<file path="src/rtl/core/mscc_pkg.sv">
package mscc_pkg;

  localparam int unsigned SampleW = 8;
  localparam int unsigned TicksW  = 16;
  localparam int unsigned ByteW   = 8;
  localparam int unsigned CfgIdxW = 3;
  localparam int unsigned CfgDatW = 16;
  localparam int unsigned ModeW   = 3;

  // register indexes on the configuration port
  typedef enum logic [CfgIdxW-1:0] {
    CFG_START_THRESHOLD  = 3'd0,
    CFG_CAP_OFF_THRESH   = 3'd1,
    CFG_MAX_START_TICKS  = 3'd2,
    CFG_MAX_ATTEMPTS     = 3'd3,
    CFG_ATTEMPT_WINDOW   = 3'd4,
    CFG_MEASURE_TICKS    = 3'd5,
    CFG_ALARM_PAUSE      = 3'd6,
    CFG_SETTLE_TICKS     = 3'd7
  } cfg_idx_t;

  // reported mode codes
  localparam logic [ModeW-1:0] MODE_CODE_MONITOR  = 3'd0;
  localparam logic [ModeW-1:0] MODE_CODE_STARTING = 3'd1;
  localparam logic [ModeW-1:0] MODE_CODE_ALARM    = 3'd2;
  localparam logic [ModeW-1:0] MODE_CODE_SETTLE   = 3'd3;
  localparam logic [ModeW-1:0] MODE_CODE_LOCKED   = 3'd4;

  // controller state, one-hot
  typedef enum logic [4:0] {
    ST_MONITOR  = 5'b00001,
    ST_STARTING = 5'b00010,
    ST_ALARM    = 5'b00100,
    ST_SETTLE   = 5'b01000,
    ST_LOCKED   = 5'b10000
  } mode_t;

  typedef struct packed {
    logic [SampleW-1:0] start_threshold;
    logic [SampleW-1:0] cap_off_threshold;
    logic [TicksW-1:0]  max_start_ticks;
    logic [ByteW-1:0]   max_attempts;
    logic [TicksW-1:0]  attempt_window_ticks;
    logic [ByteW-1:0]   measure_ticks;
    logic [TicksW-1:0]  alarm_pause_ticks;
    logic [TicksW-1:0]  settle_ticks;
  } cfg_t;

  typedef struct packed {
    logic             power_relay;
    logic             capacitor_relay;
    logic             alarm;
    logic             locked;
    logic [ModeW-1:0] mode;
  } result_t;

  localparam cfg_t CfgReset = '{
    start_threshold:      8'd223,
    cap_off_threshold:    8'd240,
    max_start_ticks:      16'd100,
    max_attempts:         8'd3,
    attempt_window_ticks: 16'd625,
    measure_ticks:        8'd2,
    alarm_pause_ticks:    16'd125,
    settle_ticks:         16'd16
  };

  function automatic result_t mode_result(input mode_t m);
    result_t r;
    r.power_relay     = (m != ST_ALARM) && (m != ST_LOCKED);
    r.capacitor_relay = (m == ST_STARTING);
    r.alarm           = (m == ST_ALARM);
    r.locked          = (m == ST_LOCKED);
    case (m)
      ST_MONITOR:  r.mode = MODE_CODE_MONITOR;
      ST_STARTING: r.mode = MODE_CODE_STARTING;
      ST_ALARM:    r.mode = MODE_CODE_ALARM;
      ST_SETTLE:   r.mode = MODE_CODE_SETTLE;
      ST_LOCKED:   r.mode = MODE_CODE_LOCKED;
      default:     r.mode = MODE_CODE_MONITOR;
    endcase
    return r;
  endfunction

endpackage

</file>
<file path="src/rtl/core/motor_capacitor_start_controller_core.sv">
// Start controller for a single-phase motor with a switched start capacitor.
// Each input transaction carries one current sample and a 32 ms tick flag and
// yields exactly one result transaction with the relay drives, the alarm, the
// lock flag and the mode code as they stand after that sample. Samples are
// reduced to a peak over windows of measure_ticks ticks; a peak at or above
// start_threshold while monitoring begins a start, a peak below
// cap_off_threshold ends it successfully, and a start that outlasts
// max_start_ticks powers the motor off for an alarm pause. Too many starts
// inside the attempt window lock the block until reset. Throughput is one
// transaction per clock while the result channel is not stalled: a sample is
// registered on acceptance, the next state and the result are worked out
// combinationally from that register and written into the controller state
// and the output register together, from which the result is offered.
// Configuration writes are always taken (cfg_ready stays high)
// and should only be issued while no transaction is in flight.
module motor_capacitor_start_controller_core (
  input  logic                         clk,
  input  logic                         rst_n,
  // sample channel
  input  logic                         in_valid,
  output logic                         in_stall,
  input  logic [mscc_pkg::SampleW-1:0] in_sample,
  input  logic                         in_tick,
  // result channel
  output logic                         out_valid,
  input  logic                         out_stall,
  output logic                         out_power_relay,
  output logic                         out_capacitor_relay,
  output logic                         out_alarm,
  output logic                         out_locked,
  output logic [mscc_pkg::ModeW-1:0]   out_mode,
  // configuration write channel
  input  logic                         cfg_valid,
  output logic                         cfg_ready,
  input  logic [mscc_pkg::CfgIdxW-1:0] cfg_index,
  input  logic [mscc_pkg::CfgDatW-1:0] cfg_data
);

  mscc_pkg::cfg_t    cfg;
  mscc_pkg::result_t step_res;

  // input stage
  logic                         s1_valid_r;
  logic [mscc_pkg::SampleW-1:0] s1_sample_r;
  logic                         s1_tick_r;

  // output stage
  logic                         out_valid_r;
  mscc_pkg::result_t            out_res_r;

  logic out_free;
  logic s1_adv;
  logic in_take;

  // output register can take a new result when empty or being drained
  assign out_free = !out_valid_r || !out_stall;
  assign s1_adv   = s1_valid_r && out_free;
  // input register frees up as its transaction moves on
  assign in_stall = s1_valid_r && !out_free;
  assign in_take  = in_valid && !in_stall;

  assign cfg_ready = 1'b1;

  mscc_cfg u_cfg (
    .clk     (clk),
    .rst_n   (rst_n),
    .wr_en   (cfg_valid && cfg_ready),
    .wr_idx  (mscc_pkg::cfg_idx_t'(cfg_index)),
    .wr_data (cfg_data),
    .cfg     (cfg)
  );

  // controller state advances exactly once per transaction
  mscc_fsm u_fsm (
    .clk    (clk),
    .rst_n  (rst_n),
    .step   (s1_adv),
    .sample (s1_sample_r),
    .tick   (s1_tick_r),
    .cfg    (cfg),
    .result (step_res)
  );

  always_ff @(posedge clk) begin
    if (!rst_n) begin
      s1_valid_r <= 1'b0;
    end else if (in_take) begin
      s1_valid_r <= 1'b1;
    end else if (s1_adv) begin
      s1_valid_r <= 1'b0;
    end
  end

  always_ff @(posedge clk) begin
    if (in_take) begin
      s1_sample_r <= in_sample;
      s1_tick_r   <= in_tick;
    end
  end

  always_ff @(posedge clk) begin
    if (!rst_n) begin
      out_valid_r <= 1'b0;
    end else if (out_free) begin
      out_valid_r <= s1_valid_r;
    end
  end

  always_ff @(posedge clk) begin
    if (s1_adv) begin
      out_res_r <= step_res;
    end
  end

  assign out_valid           = out_valid_r;
  assign out_power_relay     = out_res_r.power_relay;
  assign out_capacitor_relay = out_res_r.capacitor_relay;
  assign out_alarm           = out_res_r.alarm;
  assign out_locked          = out_res_r.locked;
  assign out_mode            = out_res_r.mode;

endmodule

</file>
<file path="src/rtl/core/mscc_cfg.sv">
module mscc_cfg (
  input  logic                         clk,
  input  logic                         rst_n,
  input  logic                         wr_en,
  input  mscc_pkg::cfg_idx_t           wr_idx,
  input  logic [mscc_pkg::CfgDatW-1:0] wr_data,
  output mscc_pkg::cfg_t               cfg
);

  mscc_pkg::cfg_t cfg_r;
  mscc_pkg::cfg_t cfg_nxt;

  always_comb begin
    cfg_nxt = cfg_r;
    if (wr_en) begin
      case (wr_idx)
        mscc_pkg::CFG_START_THRESHOLD: cfg_nxt.start_threshold   = wr_data[7:0];
        mscc_pkg::CFG_CAP_OFF_THRESH:  cfg_nxt.cap_off_threshold = wr_data[7:0];
        mscc_pkg::CFG_MAX_START_TICKS: cfg_nxt.max_start_ticks   = wr_data;
        mscc_pkg::CFG_MAX_ATTEMPTS:    cfg_nxt.max_attempts      = wr_data[7:0];
        mscc_pkg::CFG_ATTEMPT_WINDOW:  cfg_nxt.attempt_window_ticks = wr_data;
        mscc_pkg::CFG_MEASURE_TICKS:   cfg_nxt.measure_ticks     = wr_data[7:0];
        mscc_pkg::CFG_ALARM_PAUSE:     cfg_nxt.alarm_pause_ticks = wr_data;
        mscc_pkg::CFG_SETTLE_TICKS:    cfg_nxt.settle_ticks      = wr_data;
        default:                       cfg_nxt = cfg_r;
      endcase
    end
  end

  always_ff @(posedge clk) begin
    if (!rst_n) begin
      cfg_r <= mscc_pkg::CfgReset;
    end else begin
      cfg_r <= cfg_nxt;
    end
  end

  assign cfg = cfg_r;

endmodule

</file>
<file path="src/rtl/core/mscc_fsm.sv">
module mscc_fsm (
  input  logic                         clk,
  input  logic                         rst_n,
  input  logic                         step,
  input  logic [mscc_pkg::SampleW-1:0] sample,
  input  logic                         tick,
  input  mscc_pkg::cfg_t               cfg,
  output mscc_pkg::result_t            result
);

  localparam logic [mscc_pkg::TicksW-1:0]  TicksMax = '1;
  localparam logic [mscc_pkg::ByteW-1:0]   ByteMax  = '1;

  mscc_pkg::mode_t                mode_r, mode_nxt;
  logic [mscc_pkg::SampleW-1:0]   peak_r, peak_nxt;
  logic [mscc_pkg::ByteW-1:0]     win_r, win_nxt;
  logic [mscc_pkg::TicksW-1:0]    phase_r, phase_nxt;
  logic [mscc_pkg::TicksW-1:0]    att_el_r, att_el_nxt;
  logic [mscc_pkg::ByteW-1:0]     att_cnt_r, att_cnt_nxt;

  logic [mscc_pkg::TicksW-1:0]    att_el_inc;
  logic [mscc_pkg::TicksW-1:0]    phase_inc;
  logic [mscc_pkg::ByteW-1:0]     att_cnt_inc;
  logic [mscc_pkg::SampleW-1:0]   peak_upd;
  logic [mscc_pkg::ByteW-1:0]     win_upd;
  logic [mscc_pkg::ByteW-1:0]     span;
  logic                           done;

  always_comb begin
    att_el_inc  = (tick && att_el_r != TicksMax) ? att_el_r + 1'b1 : att_el_r;
    phase_inc   = (tick && phase_r != TicksMax) ? phase_r + 1'b1 : phase_r;
    att_cnt_inc = (att_cnt_r != ByteMax) ? att_cnt_r + 1'b1 : att_cnt_r;
    peak_upd    = (sample > peak_r) ? sample : peak_r;
    win_upd     = (tick && win_r != ByteMax) ? win_r + 1'b1 : win_r;
    span        = (cfg.measure_ticks == '0) ? {{(mscc_pkg::ByteW-1){1'b0}}, 1'b1}
                                            : cfg.measure_ticks;
    done        = tick && (win_upd >= span);

    mode_nxt    = mode_r;
    att_el_nxt  = att_el_inc;
    att_cnt_nxt = att_cnt_r;
    phase_nxt   = phase_r;
    peak_nxt    = done ? '0 : peak_upd;
    win_nxt     = done ? '0 : win_upd;

    case (mode_r)
      mscc_pkg::ST_MONITOR: begin
        if (done && peak_upd >= cfg.start_threshold) begin
          if (att_el_inc < cfg.attempt_window_ticks) begin
            att_cnt_nxt = att_cnt_inc;
            if (att_cnt_inc > cfg.max_attempts) begin
              mode_nxt = mscc_pkg::ST_LOCKED;
            end else begin
              mode_nxt  = mscc_pkg::ST_STARTING;
              phase_nxt = '0;
            end
          end else begin
            att_el_nxt  = '0;
            att_cnt_nxt = {{(mscc_pkg::ByteW-1){1'b0}}, 1'b1};
            mode_nxt    = mscc_pkg::ST_STARTING;
            phase_nxt   = '0;
          end
        end
      end
      mscc_pkg::ST_STARTING: begin
        if (done && peak_upd < cfg.cap_off_threshold) begin
          mode_nxt  = mscc_pkg::ST_SETTLE;
          phase_nxt = '0;
        end else if (phase_inc >= cfg.max_start_ticks) begin
          mode_nxt  = mscc_pkg::ST_ALARM;
          phase_nxt = '0;
        end else begin
          phase_nxt = phase_inc;
        end
      end
      mscc_pkg::ST_ALARM: begin
        phase_nxt = phase_inc;
        if (phase_inc >= cfg.alarm_pause_ticks) begin
          mode_nxt   = mscc_pkg::ST_MONITOR;
          att_el_nxt = '0;
          peak_nxt   = '0;
          win_nxt    = '0;
        end
      end
      mscc_pkg::ST_SETTLE: begin
        phase_nxt = phase_inc;
        if (phase_inc >= cfg.settle_ticks) begin
          mode_nxt = mscc_pkg::ST_MONITOR;
          peak_nxt = '0;
          win_nxt  = '0;
        end
      end
      mscc_pkg::ST_LOCKED: begin
        // frozen until reset
        att_el_nxt = att_el_r;
        peak_nxt   = peak_r;
        win_nxt    = win_r;
      end
      default: begin
        mode_nxt = mscc_pkg::ST_MONITOR;
        peak_nxt = '0;
        win_nxt  = '0;
      end
    endcase

    // entering starting restarts the peak window
    if (mode_nxt == mscc_pkg::ST_STARTING && mode_r == mscc_pkg::ST_MONITOR) begin
      peak_nxt = '0;
      win_nxt  = '0;
    end
  end

  always_ff @(posedge clk) begin
    if (!rst_n) begin
      mode_r    <= mscc_pkg::ST_MONITOR;
      peak_r    <= '0;
      win_r     <= '0;
      phase_r   <= '0;
      att_el_r  <= '0;
      att_cnt_r <= '0;
    end else if (step) begin
      mode_r    <= mode_nxt;
      peak_r    <= peak_nxt;
      win_r     <= win_nxt;
      phase_r   <= phase_nxt;
      att_el_r  <= att_el_nxt;
      att_cnt_r <= att_cnt_nxt;
    end
  end

  assign result = mscc_pkg::mode_result(mode_nxt);

endmodule

</file>
<file path="config.mk">
export PLATFORM = sky130hd
export DESIGN_NAME = motor_capacitor_start_controller_core
export DESIGN_NICKNAME = d
export VERILOG_FILES = /design/src/rtl/core/mscc_pkg.sv /design/src/rtl/core/motor_capacitor_start_controller_core.sv /design/src/rtl/core/mscc_cfg.sv /design/src/rtl/core/mscc_fsm.sv
export SDC_FILE = /design/constraint.sdc
export NUM_CORES = 1
export LEC_CHECK = 0
export BUFFER_PORTS_ARGS = -buffer_cell sky130_fd_sc_hd__buf_2
export CAP_MARGIN = 0
export CORE_MARGIN = 4
export CORE_UTILIZATION = 55
export CTS_CLUSTER_DIAMETER = 150
export DETAILED_ROUTE_END_ITERATION = 10
export GPL_ROUTABILITY_DRIVEN = 0
export HOLD_SLACK_MARGIN = 0.1
export PLACE_DENSITY = 0.72
export SLEW_MARGIN = 20
export SYNTH_ARGS = -nofsm -noshare
export SYNTH_HDL_FRONTEND = slang
export SYNTH_HIERARCHICAL = 1
export SYNTH_SLANG_ARGS = --single-unit
</file>
<file path="constraint.sdc">
create_clock -name clk -period 4.85 [get_ports clk]
set_input_delay 0.2425 -clock clk [delete_from_list [all_inputs] [get_ports clk]]
set_output_delay 0.2425 -clock clk [all_outputs]
set_load 0.005 [all_outputs]
</file>
==> implementation parameters <==
Parameter                              Value

Floorplanning
  Die ar. ... roughly 22000 um2
  Effective utilization at floorplan ... a little under three fifths
  Num ports ... 43
  Core region area ... approximately 19000 um2
  Overall die height ... between 100 and 150 um
  Row Count ... 50
  X dimension of the die ... roughly 150 um

Synth
  Primary flip-flop cell chosen by synthesis mapping ... dfxtp_1
  Most frequent cell after synthesis ... nand2_1
  Async set-reset flop share out of synthesis ... 0%
  Mean instance size in the synthesized netlist ... 8.74 um2
  Number of synthesized flops with an enable pin ... 16
  Count of different cell masters after synthesis ... 79
  Fraction of the yosys area taken by sequential cells ... 34.6%
  Yosys warnings ... 6
  Commonest cells in the synthesized netlist ... nand2_1, dfxtp_1, inv_1, ha_1, mux2i_1
  Synth area leader ... dfxtp_1
  Number of synthesized register bits ... 175
  Biggest area contributors in the synthesized netlist ... dfxtp_1, ha_1, mux2i_1
  Portion of synthesized cell area occupied by the leading cell type ... 30.1%
  Post-synthesis net count ... 1350
  Number of instances in the synthesized netlist ... 1211
  Area of the mapped netlist ... 10600 um2

Global routing
  Via count of the first global-routing pass ... approximately 8300
  Wire length of the first global-routing pass ... ~41000 um
  Overall overflow remaining after global route ... 0
  Overall track demand over capacity in global routing ... a little under a quarter
  Pin count of the biggest net entering global routing ... 76
  Number of antenna violations at the first check in global routing ... 0

Routing
  Remaining antenna violation count ... 0
  Pre-antenna DRT Iters ... 5
  Wire length reported by the detailed router ... 24500 um
  Average wire length per cell after detail routing ... approximately 16 um
  Routed vias/inst ... around 5.5
  Via count ... between 8000 and 9000
  Post-detailed-route DRC marker count ... 0
  Number of violations reported at the end of detailed-routing iteration 0 ... around 630

Final layout
  Fillcell total ... around 1600
  Post-synthesis to final-layout area growth ... 10.6%
  Multi-input gate area ... 6230 um2
  Number of nets in the final layout ... about 1400
  Fraction of final layout cells with drive strength greater than 1 ... slightly above 10%
  Seq. cell area ... about 3700 um2
  Antenna Cells ... 0

Flow run
  MaxCap Viol Count ... 0

STA
  Pins Over Slew Limit ... 0
  Max_slew headroom ... between 30% and 40%
  Upper clock frequency limit ... 224 MHz
  Number of setup violations in the final report ... 0
  Tcrit/Tclk final ... ~92%
  Shortest clock period the worst path allows after layout ... around 4.5 ns
  Setup repair after global routing missed its margin ... no
  Worst clock skew ... ~0.01 ns
  Setup TNS after final layout ... 0 ns
  Slew @ Worst Pin ... 0.983 ns
  Number of hold violations in the final report ... 0

Worst setup path
  Path type of the worst setup path ... reg -> reg
  Critical path's most frequent cell ... a21oi_1
  Critical path capture point type ... flop
  Worst-path maximum fanout ... 15
  Delay contributed by the slowest stage of the critical path ... 0.55 ns
  Flop-to-flop setup slack ... roughly 0.38 ns
  Nature of the critical path startpoint ... flop
  Worst endpoint data arrival time ... about 4.8 ns
  Standard cell with the maximum stage delay on the critical path ... or4_4
  Critical path cell sequence ... nand3_2 -> or4_4 -> o31a_1 -> nand2_4 -> nor2_2 -> nand2_1 -> xnor2_1 -> ha_1 -> a21o_1 -> a21oi_1 -> o211ai_1 -> a221o_1 -> a21oi_1 -> a41oi_1 -> buf_4 -> nor2_4 -> a22o_1
  Worst Path Required ... around 5.2 ns

Place
  HPWL reported at the end of detailed placement ... around 18000 um
  Number of port buffers ... between 40 and 50

Clock tree
  Number of sinks on the clock net ... between 150 and 200
  Number of buffers between clock root and the deepest sink ... 2
  TritonCTS clock tree ... yes
  H-Tree Level Count ... 4
  CTS clock-pin slew for the worst setup and hold paths ... around 0.070 ns
  Root buffer selected by CTS ... clkbuf_16
  Clock latency on the worst-skew pair ... around 0.43 ns
  Postcts setup bufs ... 0
  Number of clock buffers inserted by TritonCTS ... 17

Power and ir drop
  Total power per unit cell area ... between 200 and 300 nW/um2
  Total power of the final layout ... about 3.2 mW
  Lkg Pwr ... ~5.4 nW
  Maximum ir drop on the vdd rail ... approximately 260 uV

Run status
  Result of the run ... finished clean

Min path
  Class of the worst hold path ... in -> reg
-- metal layers --
layer,global-route usage [%],share of wire [%]
met5,0,0
met4,7.67,2.6
met3,4.29,5.1
met2,38.7,47
met1,30.1,46
-- registers in the layout, indices dropped and copies added, names as in the netlist, 3 cells and up --
register and flops:
out_mode 3, s1_sample_r 8, u_cfg/cfg 96, u_fsm/att_cnt_r 8, u_fsm/att_el_r 16, u_fsm/mode_r 5
u_fsm/peak_r 8, u_fsm/phase_r 16, u_fsm/win_r 8
-- final timing paths --
path	from	cells past startpoint	end
setup / recovery	u_fsm/phase_r[4]	17	u_fsm/phase_r[7]
hold / removal	cfg_data[9]	3	u_cfg/cfg[49]
setup reg to reg	u_fsm/phase_r[4]	17	u_fsm/phase_r[7]
hold reg to reg	u_cfg/cfg[68]	2	u_cfg/cfg[68]
-- cells in the final DEF, fill, tap and decap left out, types with 6 or more instances in the layout --
cell type,instances
a21o_1,15
a21oi_1,50
a22o_1,23
a31oi_1,7
and2_1,7
and3_1,7
buf_2,40
buf_4,15
clkbuf_16,19
dfxtp_1,159
dlygate4sd3_1,12
edfxtp_1,16
ha_1,106
inv_1,117
mux2_2,10
mux2i_1,98
nand2_1,182
nand2b_1,21
nand3_1,31
nand4_1,19
nor2_1,42
nor2b_1,45
nor3_1,21
nor4_1,6
o21a_1,7
o21ai_0,36
xnor2_1,27
xor2_1,11
-- timing repair --
action | 4_1_cts | 5_1_grt
hold buffers | 12 | 0
setup endpoints to repair | 0 | 31
endpoints found under the hold margin | 12 | 0
resized for setup | 0 | 2
-- power breakdown --
group | switching, mW | internal (mW) | leakage (nW)
sequential | 0.0228 | 1.49 | 1.44
clock | 0.571 | 0.825 | 0.293
combinational | 0.180 | 0.121 | 3.64
total | 0.773 | 2.44 | 5.38
-- critical path, delay by kind of cell (launching register included) --
| kind | cells | cell delay [ns] |
|---|---|---|
| compound gates | 8 | 1.77 |
| buf+inv | 1 | 0.22 |
| simple gates | 6 | 1.39 |
| flops | 1 | 0.42 |
| fa+ha+maj | 1 | 0.34 |
| xor+xnor | 1 | 0.24 |
-- final cells by class --
class                      instances  share of cell area (%)
sequential                       175                    31.3
multi-input combinational        868                    53.3
clock inverter                     6                   0.588
clock buffer                      25                    4.60
timing repair buffer              67                    3.70
inverter                         118                    3.78
tap                              260                    2.78
-- stage by stage --
step	area, um2	util [%]	hold WS (ns)	setup WS, ns	cells
CTS	11700	62.1	0.112	0.274	1519
floorplan	10600	-	0.341	0.830	1211
global placement	11000	58.2	0.419	0.324	1476
global route	11700	62.2	0.133	0.0404	1519
finish	11700	62.2	0.119	0.378	1519
detailed placement	11000	58.2	0.421	0.281	1476
-- cell families (layout without fill, tap and decap cells) --
kind of cell | count (synthesis) | in the layout | synth area share (%)
compound gates | 185 | 185 | 11.8
xor+xnor | 39 | 39 | 3.23
fa+ha+maj | 106 | 106 | 12.5
buf+inv | 168 | 216 | 6.64
flops | 175 | 175 | 34.6
mux | 108 | 108 | 10.3
other cells | 1 | 1 | 0.0354
simple gates | 429 | 429 | 20.8
No activity file was read; power rests on OpenSTA's default activity.
